`src/rtl/core/lprm_pkg.sv`:
```
// lprm_pkg: shared types, constants and the sequencer control store for the
// longest-prefix rule match core. No dependencies.

package lprm_pkg;

  localparam int MAX_RULES_DEF = 16;
  localparam int ADDR_W        = 32;
  localparam int LEN_W         = 6;
  localparam int CNT_CFG_W     = 5;
  localparam int APB_ADDR_W    = 3;
  localparam int APB_DATA_W    = 32;
  localparam logic [LEN_W-1:0] MAX_LEN = LEN_W'(ADDR_W);

  localparam logic CMD_WRITE  = 1'b0;
  localparam logic CMD_LOOKUP = 1'b1;

  // register index as seen in paddr[2]
  localparam logic REG_RULE_COUNT = 1'b0;

  typedef enum logic [1:0] {
    STEP_IDLE   = 2'd0,
    STEP_SETUP  = 2'd1,
    STEP_SCAN   = 2'd2,
    STEP_RESULT = 2'd3
  } step_t;

  typedef enum logic [1:0] {
    COND_NO_XFER  = 2'd0,
    COND_NO_SCAN  = 2'd1,
    COND_MORE     = 2'd2,
    COND_OUT_BUSY = 2'd3
  } cond_t;

  typedef struct packed {
    logic  in_rdy;
    logic  setup;
    logic  scan;
    logic  out_load;
    cond_t cond;
    step_t jmp;
    step_t nxt;
  } ctrl_t;

  // control store: when cond holds go to jmp, else to nxt
  function automatic ctrl_t ucode_rom(input step_t step);
    ctrl_t w;
    w = '{in_rdy: 1'b0, setup: 1'b0, scan: 1'b0, out_load: 1'b0,
          cond: COND_NO_XFER, jmp: STEP_IDLE, nxt: STEP_IDLE};
    unique case (step)
      STEP_IDLE: begin
        w.in_rdy = 1'b1;
        w.cond   = COND_NO_XFER;
        w.jmp    = STEP_IDLE;
        w.nxt    = STEP_SETUP;
      end
      STEP_SETUP: begin
        w.setup = 1'b1;
        w.cond  = COND_NO_SCAN;
        w.jmp   = STEP_RESULT;
        w.nxt   = STEP_SCAN;
      end
      STEP_SCAN: begin
        w.scan = 1'b1;
        w.cond = COND_MORE;
        w.jmp  = STEP_SCAN;
        w.nxt  = STEP_RESULT;
      end
      STEP_RESULT: begin
        w.out_load = 1'b1;
        w.cond     = COND_OUT_BUSY;
        w.jmp      = STEP_RESULT;
        w.nxt      = STEP_IDLE;
      end
      default: begin
        w.cond = COND_NO_XFER;
      end
    endcase
    return w;
  endfunction

endpackage

```
`src/rtl/core/longest_prefix_rule_match_core.sv`:
```
// longest_prefix_rule_match_core: rule table, microcoded scan sequencer and
// output register. Depends on lprm_pkg.
//
// Usage: the input channel (in_*) carries one item per transfer. cmd write
// stores rule_address/rule_length into table slot; cmd lookup scans slots
// 0 .. min(rule_count, MAX_RULES)-1 and returns the longest matching prefix,
// lowest slot on a tie. Every item yields exactly one result transfer on the
// out_* channel (all zero for writes and for a lookup without a match).
// rule_count is set through the APB port at byte address 0.
// Timing: an item is taken only in the idle step. A write goes from the setup
// step straight to the result step, a lookup passes through one scan step per
// scanned slot between them, and the result step returns to idle for the next
// item. The scan reads one table entry per cycle through the single registered
// read port of the rule memory.
// A finished result sits in the output register; the core meanwhile takes
// the next item and stalls only when a second result is ready before the
// first is taken. Reset clears the sequencer, out_valid and rule_count; the
// table is not cleared and a slot must be written before a lookup scans it.

module longest_prefix_rule_match_core #(
  parameter int MAX_RULES = lprm_pkg::MAX_RULES_DEF
) (
  input  logic                              clk,
  input  logic                              rst_n,
  input  logic                              in_valid,
  output logic                              in_ready,
  input  logic                              in_cmd,
  input  logic [3:0]                        in_slot,
  input  logic [lprm_pkg::ADDR_W-1:0]       in_rule_address,
  input  logic [lprm_pkg::LEN_W-1:0]        in_rule_length,
  input  logic [lprm_pkg::ADDR_W-1:0]       in_lookup_address,
  output logic                              out_valid,
  input  logic                              out_ready,
  output logic                              out_matched,
  output logic [3:0]                        out_match_index,
  output logic [lprm_pkg::LEN_W-1:0]        out_match_length,
  input  logic                              psel,
  input  logic                              penable,
  input  logic                              pwrite,
  input  logic [lprm_pkg::APB_ADDR_W-1:0]   paddr,
  input  logic [lprm_pkg::APB_DATA_W-1:0]   pwdata,
  output logic [lprm_pkg::APB_DATA_W-1:0]   prdata,
  output logic                              pready
);

  localparam int IDX_W  = (MAX_RULES > 1) ? $clog2(MAX_RULES) : 1;
  localparam int CNT_W  = $clog2(MAX_RULES + 1);
  localparam int WORD_W = lprm_pkg::ADDR_W + lprm_pkg::LEN_W;

  lprm_pkg::step_t step_r, step_nxt;
  lprm_pkg::ctrl_t cw;

  logic [lprm_pkg::CNT_CFG_W-1:0] rule_count_r;
  logic                           out_valid_r;

  // captured item
  logic                           cmd_r;
  logic [3:0]                     slot_r;
  logic [lprm_pkg::ADDR_W-1:0]    rule_addr_r;
  logic [lprm_pkg::LEN_W-1:0]     rule_len_r;
  logic [lprm_pkg::ADDR_W-1:0]    lookup_addr_r;

  // scan datapath
  logic [CNT_W-1:0]               ptr_r;
  logic [CNT_W-1:0]               ptr_inc;
  logic [CNT_W-1:0]               limit;
  logic [IDX_W-1:0]               rd_addr;
  logic [WORD_W-1:0]              rdata_r;
  logic                           best_found_r;
  logic [IDX_W-1:0]               best_idx_r;
  logic [lprm_pkg::LEN_W-1:0]     best_len_r;

  logic [lprm_pkg::LEN_W-1:0]     cand_len;
  logic [lprm_pkg::ADDR_W-1:0]    cand_pfx;
  logic [lprm_pkg::ADDR_W-1:0]    cand_mask;
  logic                           cand_hit;

  logic                           out_matched_r;
  logic [3:0]                     out_idx_r;
  logic [lprm_pkg::LEN_W-1:0]     out_len_r;

  logic                           in_xfer;
  logic                           cfg_wr;
  logic                           cond_true;
  logic                           out_busy;
  logic                           load_fire;
  logic                           mem_we;

  logic [WORD_W-1:0]              rule_mem [MAX_RULES];

  assign cw       = lprm_pkg::ucode_rom(step_r);
  assign in_ready = cw.in_rdy;
  assign in_xfer  = in_valid && cw.in_rdy;
  assign out_busy = out_valid_r && !out_ready;
  assign load_fire = cw.out_load && !out_busy;

  assign limit = (int'(rule_count_r) > MAX_RULES) ? CNT_W'(MAX_RULES)
                                                  : CNT_W'(rule_count_r);
  assign ptr_inc = ptr_r + CNT_W'(1);

  always_comb begin
    case (cw.cond)
      lprm_pkg::COND_NO_XFER:  cond_true = !in_valid;
      lprm_pkg::COND_NO_SCAN:  cond_true = (cmd_r == lprm_pkg::CMD_WRITE) ||
                                           (limit == '0);
      lprm_pkg::COND_MORE:     cond_true = (ptr_inc != limit);
      lprm_pkg::COND_OUT_BUSY: cond_true = out_busy;
      default:                 cond_true = 1'b0;
    endcase
    step_nxt = cond_true ? cw.jmp : cw.nxt;
  end

  // read address runs one slot ahead of the compare
  always_comb begin
    if (cw.setup || int'(ptr_inc) >= MAX_RULES) begin
      rd_addr = '0;
    end else begin
      rd_addr = ptr_inc[IDX_W-1:0];
    end
  end

  assign mem_we = cw.setup && (cmd_r == lprm_pkg::CMD_WRITE) && (int'(slot_r) < MAX_RULES);

  always_ff @(posedge clk) begin
    if (mem_we) begin
      rule_mem[IDX_W'(slot_r)] <= {rule_len_r, rule_addr_r};
    end
    rdata_r <= rule_mem[rd_addr];
  end

  assign cand_len  = rdata_r[lprm_pkg::ADDR_W +: lprm_pkg::LEN_W];
  assign cand_pfx  = rdata_r[lprm_pkg::ADDR_W-1:0];
  assign cand_mask = ~({lprm_pkg::ADDR_W{1'b1}} >> cand_len);
  assign cand_hit  = (cand_len > best_len_r) &&
                     (((lookup_addr_r ^ cand_pfx) & cand_mask) == '0);

  // configuration port
  assign pready = 1'b1;
  assign cfg_wr = psel && penable && pwrite;
  always_comb begin
    prdata = '0;
    if (paddr[2] == lprm_pkg::REG_RULE_COUNT) begin
      prdata = lprm_pkg::APB_DATA_W'(rule_count_r);
    end
  end

  // control state
  always_ff @(posedge clk) begin
    if (!rst_n) begin
      step_r       <= lprm_pkg::STEP_IDLE;
      out_valid_r  <= 1'b0;
      rule_count_r <= '0;
    end else begin
      step_r <= step_nxt;
      if (load_fire) begin
        out_valid_r <= 1'b1;
      end else if (out_ready) begin
        out_valid_r <= 1'b0;
      end
      if (cfg_wr && paddr[2] == lprm_pkg::REG_RULE_COUNT) begin
        rule_count_r <= pwdata[lprm_pkg::CNT_CFG_W-1:0];
      end
    end
  end

  // payload
  always_ff @(posedge clk) begin
    if (in_xfer) begin
      cmd_r         <= in_cmd;
      slot_r        <= in_slot;
      rule_addr_r   <= in_rule_address;
      rule_len_r    <= (in_rule_length > lprm_pkg::MAX_LEN) ? lprm_pkg::MAX_LEN
                                                           : in_rule_length;
      lookup_addr_r <= in_lookup_address;
    end
    if (cw.setup) begin
      ptr_r        <= '0;
      best_found_r <= 1'b0;
      best_idx_r   <= '0;
      best_len_r   <= '0;
    end else if (cw.scan) begin
      ptr_r <= ptr_inc;
      if (cand_hit) begin
        best_found_r <= 1'b1;
        best_idx_r   <= ptr_r[IDX_W-1:0];
        best_len_r   <= cand_len;
      end
    end
    if (load_fire) begin
      out_matched_r <= best_found_r;
      out_idx_r     <= 4'(best_idx_r);
      out_len_r     <= best_len_r;
    end
  end

  assign out_valid        = out_valid_r;
  assign out_matched      = out_matched_r;
  assign out_match_index  = out_idx_r;
  assign out_match_length = out_len_r;

  a_scan_in_range: assert property (@(posedge clk) disable iff (!rst_n)
    (step_r == lprm_pkg::STEP_SCAN) |-> (ptr_r < limit))
    else $error("scan pointer beyond rule count");

  a_xfer_to_setup: assert property (@(posedge clk) disable iff (!rst_n)
    in_xfer |=> (step_r == lprm_pkg::STEP_SETUP))
    else $error("accepted item did not start setup");

  a_match_len: assert property (@(posedge clk) disable iff (!rst_n)
    (out_valid_r && out_matched_r) |->
      (out_len_r != '0 && out_len_r <= lprm_pkg::MAX_LEN))
    else $error("match reported with bad length");

  a_result_loaded: assert property (@(posedge clk) disable iff (!rst_n)
    (step_r == lprm_pkg::STEP_RESULT && !out_valid_r) |=> out_valid_r)
    else $error("result step did not raise out_valid");

endmodule

```
`config.mk`:
```
export PLATFORM = sky130hd
export DESIGN_NAME = longest_prefix_rule_match_core
export DESIGN_NICKNAME = d
export VERILOG_FILES = /design/src/rtl/core/lprm_pkg.sv /design/src/rtl/core/longest_prefix_rule_match_core.sv
export SDC_FILE = /design/constraint.sdc
export NUM_CORES = 1
export LEC_CHECK = 0
export BUFFER_PORTS_ARGS = -buffer_cell sky130_fd_sc_hd__buf_2
export CORE_UTILIZATION = 45
export CTS_CLUSTER_DIAMETER = 40
export DETAILED_ROUTE_END_ITERATION = 8
export GPL_ROUTABILITY_DRIVEN = 0
export GPL_TIMING_DRIVEN = 0
export PLACE_DENSITY_LB_ADDON = 0.12
export SYNTH_ARGS = -nofsm -noshare
export SYNTH_HDL_FRONTEND = slang
export SYNTH_SLANG_ARGS = --single-unit
```
`constraint.sdc`:
```
create_clock -name clk -period 6.4 [get_ports clk]
set_clock_uncertainty 0.15 [all_clocks]
set_input_delay 1.6 -clock clk [delete_from_list [all_inputs] [get_ports clk]]
set_output_delay 1.6 -clock clk [all_outputs]
set_load 0.01 [all_outputs]
```
# [Word level (Yosys, flattened, before mapping)]
# Memory sizes are Yosys's and may differ from the RTL's. A register that Yosys moved wholly into a read port is not among the register bits.
# Cells that the tools add are included.
# W data, S select, Z words.
[word_totals] word_cells=67 memories=1 inputBits=117 mem_bits_rw=608 reg_bits=110
[mem_list] memory="rule_mem" depth=16 word_bits=38 read_ports=1 rd_clocked_by_memory_dff=1 wr=1 line_no="longest_prefix_rule_match_core.sv:89" source="logic [WORD_W-1:0] rule_mem [MAX_RULES];"
[classes] shifts=1 n_eq_ne=7 order_cmp=4 n_reduce_logical=19 mux=14 n_addsub=1 n_bitwise=5
[op_table] operator="$and A32 B32 Y32" count=1
[op_table] operator="$logic_not A32 Y1" count=1
[op_table] operator="$not A32 Y32" count=1
[op_table] operator="$shr A32 B6 Y32 const A" count=1
[op_table] operator="$xor A32 B32 Y32" count=1
[op_table] operator="$pmux W6 S4" count=1
[op_table] operator="$mux W5" count=2
[op_table] operator="$eq A2 B2 Y1 const B" count=4
[op_table] operator="$logic_and A1 B1 Y1" count=8
[op_table] operator="$mux W1" count=8
[op_table] operator="$gt A6 B6 Y1" count=1
[op_table] operator="$gt A6 B6 Y1 const B" count=1
[op_table] operator="$add A5 B1 Y5 const B" count=1
[op_table] operator="$ge A5 B5 Y1 const B" count=1
[op_table] operator="$gt A5 B5 Y1 const B" count=1
[op_table] operator="$logic_not A5 Y1" count=1
[op_table] operator="$ne A5 B5 Y1" count=1
[op_table] operator="$eq A2 B1 Y1 const B" count=2
[op_table] operator="$logic_not A2 Y1" count=2
[op_table] operator="$mux W4" count=1
[op_table] operator="$pmux W1 S4" count=1
[op_table] operator="$logic_not A1 Y1" count=3
[op_table] operator="$logic_or A1 B1 Y1" count=2
[op_table] operator="$mux W2" count=1
[op_table] operator="other kinds (3)" count=4

# [Depth between registers and ports, before layout]
[logic_depth] word_depth=6 mapped_depth=11 depth_no_buf=9

# [Worst setup path before layout]
# Ideal clock, no wire load.
[synth_timing] path_kind="register to register" startpoint="register step_r[1]" endpoint="memory rule_mem[12][0] (netlist bit), enable pin" n_path_buf=3 stages_incl_launch_ff=8 required_time_ps=5770 t_arrival_ps=4114 slack_ps=1656 path_cell_list="dfxtp_1 > inv_1 > ha_1 > clkbuf_1 > clkbuf_1 > clkbuf_1 > nand4b_1 > nor3_1"
[synth_between] elab_chain_len=5
[synth_lines] item="start: declaration" line_no="longest_prefix_rule_match_core.sv:50" source="lprm_pkg::step_t step_r, step_nxt;"
[synth_lines] item="start signal: assignment" line_no="longest_prefix_rule_match_core.sv:150" source="step_r <= lprm_pkg::STEP_IDLE;"
[synth_lines] item="start signal: assignment" line_no="longest_prefix_rule_match_core.sv:154" source="step_r <= step_nxt;"
[synth_lines] item="$eq A2 B1 Y1" line_no="lprm_pkg.sv:49" source="unique case (step)"
[synth_lines] item="$mux W1" line_no="lprm_pkg.sv:49"
[synth_lines] item="$logic_and A1 B1 Y1" line_no="longest_prefix_rule_match_core.sv:122" source="assign mem_we = cw.setup && (cmd_r == lprm_pkg::CMD_WRITE) && (int'(slot_r) < MAX_RULES);"
[synth_lines] item="$mux W1" line_no="longest_prefix_rule_match_core.sv:125" source="if (mem_we) begin"
[synth_lines] item="$mux W1 (implied by the code)" line_no="longest_prefix_rule_match_core.sv:126" source="rule_mem[IDX_W'(slot_r)] <= {rule_len_r, rule_addr_r};"
[synth_lines] item="end: declaration" line_no="longest_prefix_rule_match_core.sv:89"
# No other way between the ends.

# [Final worst setup path]
[layout_timing] startpoint="register step_r[1]" endpoint="memory rule_mem[12][6] (netlist bit), enable pin"
# The elaborated chain is that of the path after synthesis.

==> flow_summary.toml <==
[routing]
via_count = 18439
wl_met3_mm = 6.25
first_iter_violations = 1778
viasPerCell = 5.56
routed_wl_mm = 79.9
met2_length_mm = 38.0
avgRoutedWirePerCell_um = 24.1
highest_layer = "met4"
wl_met1_mm = 33.7
ant_nets = 0
firstDrtPassIters = 6
drc = 0

[logic_synthesis]
ys_seq_area_share_pct = 74.7
synth_ff_type = "edfxtp_1"
synth_edf_count = 694
synth_compound_area_share_pct = 5.99
syn_avg_cell_area_um2 = 14.1
synthTopCellsByArea = "edfxtp_1 71%, nand2_1 6.0%, dfxtp_1 4.2%, mux2i_1 3.2%, nand3_1 2.7%"
yosysTopAreaCell = "edfxtp_1"
syn-cell-area_um2 = 29500
muxShareOfSynthArea_pct = 3.15
synth_top_family_by_area = "simple AND/OR/NAND/NOR gates"
async_flop_share_pct = 0
yosysWarningCount = 0
synth_fa_ha_area_share_pct = 0.466
synth_seq_cells = 756
synthXorXnorAreaFrac_pct = 1.24
ys_types = 51
synth_top_area_share_pct = 70.5
synthCells = 2090
synthSimpleGateAreaFrac_pct = 11.5

[job]
drv_cap = 0

[clock_tree]
cts.reportedPaths.clkPinSlew_ns = 0.05
ctsHoldBuffers = 0
clkLatencyLatePin_ns = 0.67
numCtsBuffers = 111
cts.path.max_buffers = 3
postCtsSetupRepairBufs = 0
cts_resized = 0
cts_tree = "yes"
cts-root-buf = "clkbuf_16"
clkSinkCount = 756
h-tree-depth = 3

[global_routing]
grt_pass1_vias = 18222
antenna_found_initial = 1
grt_pass1_wl_mm = 118
grtUsageTotal_pct = 24.1
grt_overflow_total = 0
grt_start_max_net_pins = 42

[floorplan]
fp.dieArea_um2 = 66700
dieWidth_um = 258
start_util_pct = 45.7
core-area_um2 = 64700
row_count = 93
ios = 163
die_h_um = 258

[setup_path]
crit_fanout = 10
criticalPathCategory = "register to register"
cp.required_ns = 6.62
start_kind = "register"
end_kind = "register"
worstPathArrival_ns = 4.26

[finish]
syn2layout_area_growth_pct = 20.7
antenna_cells = 0
finalCoreUtilization_pct = 55.1
seqCellArea_um2 = 22100
layout.nets = 2491
multiInputGateArea_um2 = 6830
drive_gt1_share_pct = 17.5
fill_cells = 5278

[sta]
setup_violations = 0
max_freq_ghz = 0.247
hold_ws_ns = 0.280
rsz0062_at_grt = "false"
setup_ws_ns = 2.36
max-slew-margin-rel_pct = 10.6
tightest_slew_ns = 1.33
min_period_ns = 4.04
finalMaxSlewViolations = 0
final_hold_viol_count = 0
min_period_over_period_pct = 63.1

[placement]
port_buffers = 105
dp_slack_ns = 2.29
dp_hpwl_mm = 54.2

[power_and_ir_drop]
leakagePower_nw = 12.4
p_total_w = 0.0141
vdd_ir_drop_max_mv = 0.253
power_density_nw_per_um2 = 395

[status]
run_status = "finished clean"

[hold_path]
min_path_type = "register to register"
[worst max-delay path: stages (launching register included)]
cell      delay [ns]
dfxtp_1         0.33
inv_1           0.09
ha_1            0.15
clkbuf_1        0.41
clkbuf_1        0.32
clkbuf_1        0.40
nand4b_1        0.45
nor3_2          0.87
buf_8           0.25
buf_6           0.18
buf_6           0.15
[report_power, final]
part | internal, W | total [W] | switching, W
Sequential | 0.00567 | 0.00590 | 0.000228
Combinational | 0.000595 | 0.00206 | 0.00147
Clock | 0.00382 | 0.00614 | 0.00233
[cells in the mapped netlist (all sizes together), types with 21 or more instances]
cell type / number
edfxtp: 694
a311oi: 77
nand2: 472
mux2i: 93
dfxtp: 62
nor2: 28
a21oi: 56
a31oi: 39
clkbuf: 72
nand3: 160
a221oi: 38
nand2b: 23
xor2: 21
and3: 39
buf: 88
[sequential cells by signal, summed over array words and instances (netlist names), 5 cells and up]
register / cells
out_match_length: 6
ptr_r: 5
rdata_r: 38
rule_len_r: 6
rule_addr_r: 32
rule_mem: 608
rule_count_r: 5
lookup_addr_r: 32
best_len_r: 6
[cell usage in the layout, fill, tap and decap left out, types with 39 or more instances in the layout]
cell type	synthesis	final
dfxtp_1	62	62
edfxtp_1	694	694
buf_2	38	143
and3_1	39	39
nand2_1	472	472
mux2i_1	93	93
a31oi_1	39	39
nand3_1	160	160
a21oi_1	56	56
clkbuf_1	72	82
a311oi_1	77	77
clkbuf_16	0	113
[cell families (layout without fill, tap and decap cells)]
kind of cell / Yosys count / after routing
and+or+nand+nor: 772 / 772
DFF: 756 / 756
AOI/OAI and AO/OA: 245 / 245
buffers and inverters: 171 / 517
muxes: 93 / 93
xor gates and xnor gates: 40 / 40
adders and majority gates: 11 / 11
other: 2 / 28
[path summary, 6_finish.rpt]
kind,start,slack [ns],cells after the start,endpoint
worst max-delay path,step_r[1]$_SDFF_PN0_,2.36,10,rule_mem[12][6]$_DFFE_PP_
worst min-delay path,best_idx_r[1]$_SDFFE_PP0P_,0.28,0,out_match_index[1]$_DFFE_PP_
worst max register to register,step_r[1]$_SDFF_PN0_,2.36,10,rule_mem[12][6]$_DFFE_PP_
worst min register to register,best_idx_r[1]$_SDFFE_PP0P_,0.28,0,out_match_index[1]$_DFFE_PP_
[layer usage]
metal  GRT usage [%]  up-vias
met5               0        -
met2            39.3      794
met4            7.33        0
li1                -     8353
met1            33.2     9162
met3            4.39      130
[area by class of cell]
type | count | share of cell area (%)
Buffer | 160 | 2.26
Clock buffer | 126 | 8.15
Clock inverter | 86 | 2.65
Inverter | 11 | 0.116
Multi-Input combinational cell | 1189 | 19.1
Sequential cell | 756 | 61.9
Tap cell | 855 | 3.00
Timing Repair Buffer | 134 | 2.79
[stage by stage]
| step | TNS (ns) | instance area, µm² | std cells |
|---|---|---|---|
| finish | 0 | 35700 | 3317 |
| global route | 0 | 35700 | 3317 |
| CTS | 0 | 35700 | 3317 |
| detailed placement | 0 | 31800 | 3105 |
| global placement | -139.85 | 31200 | 3076 |
| floorplan | 0 | 29600 | 2116 |
No activity file was read; power rests on OpenSTA's default activity.
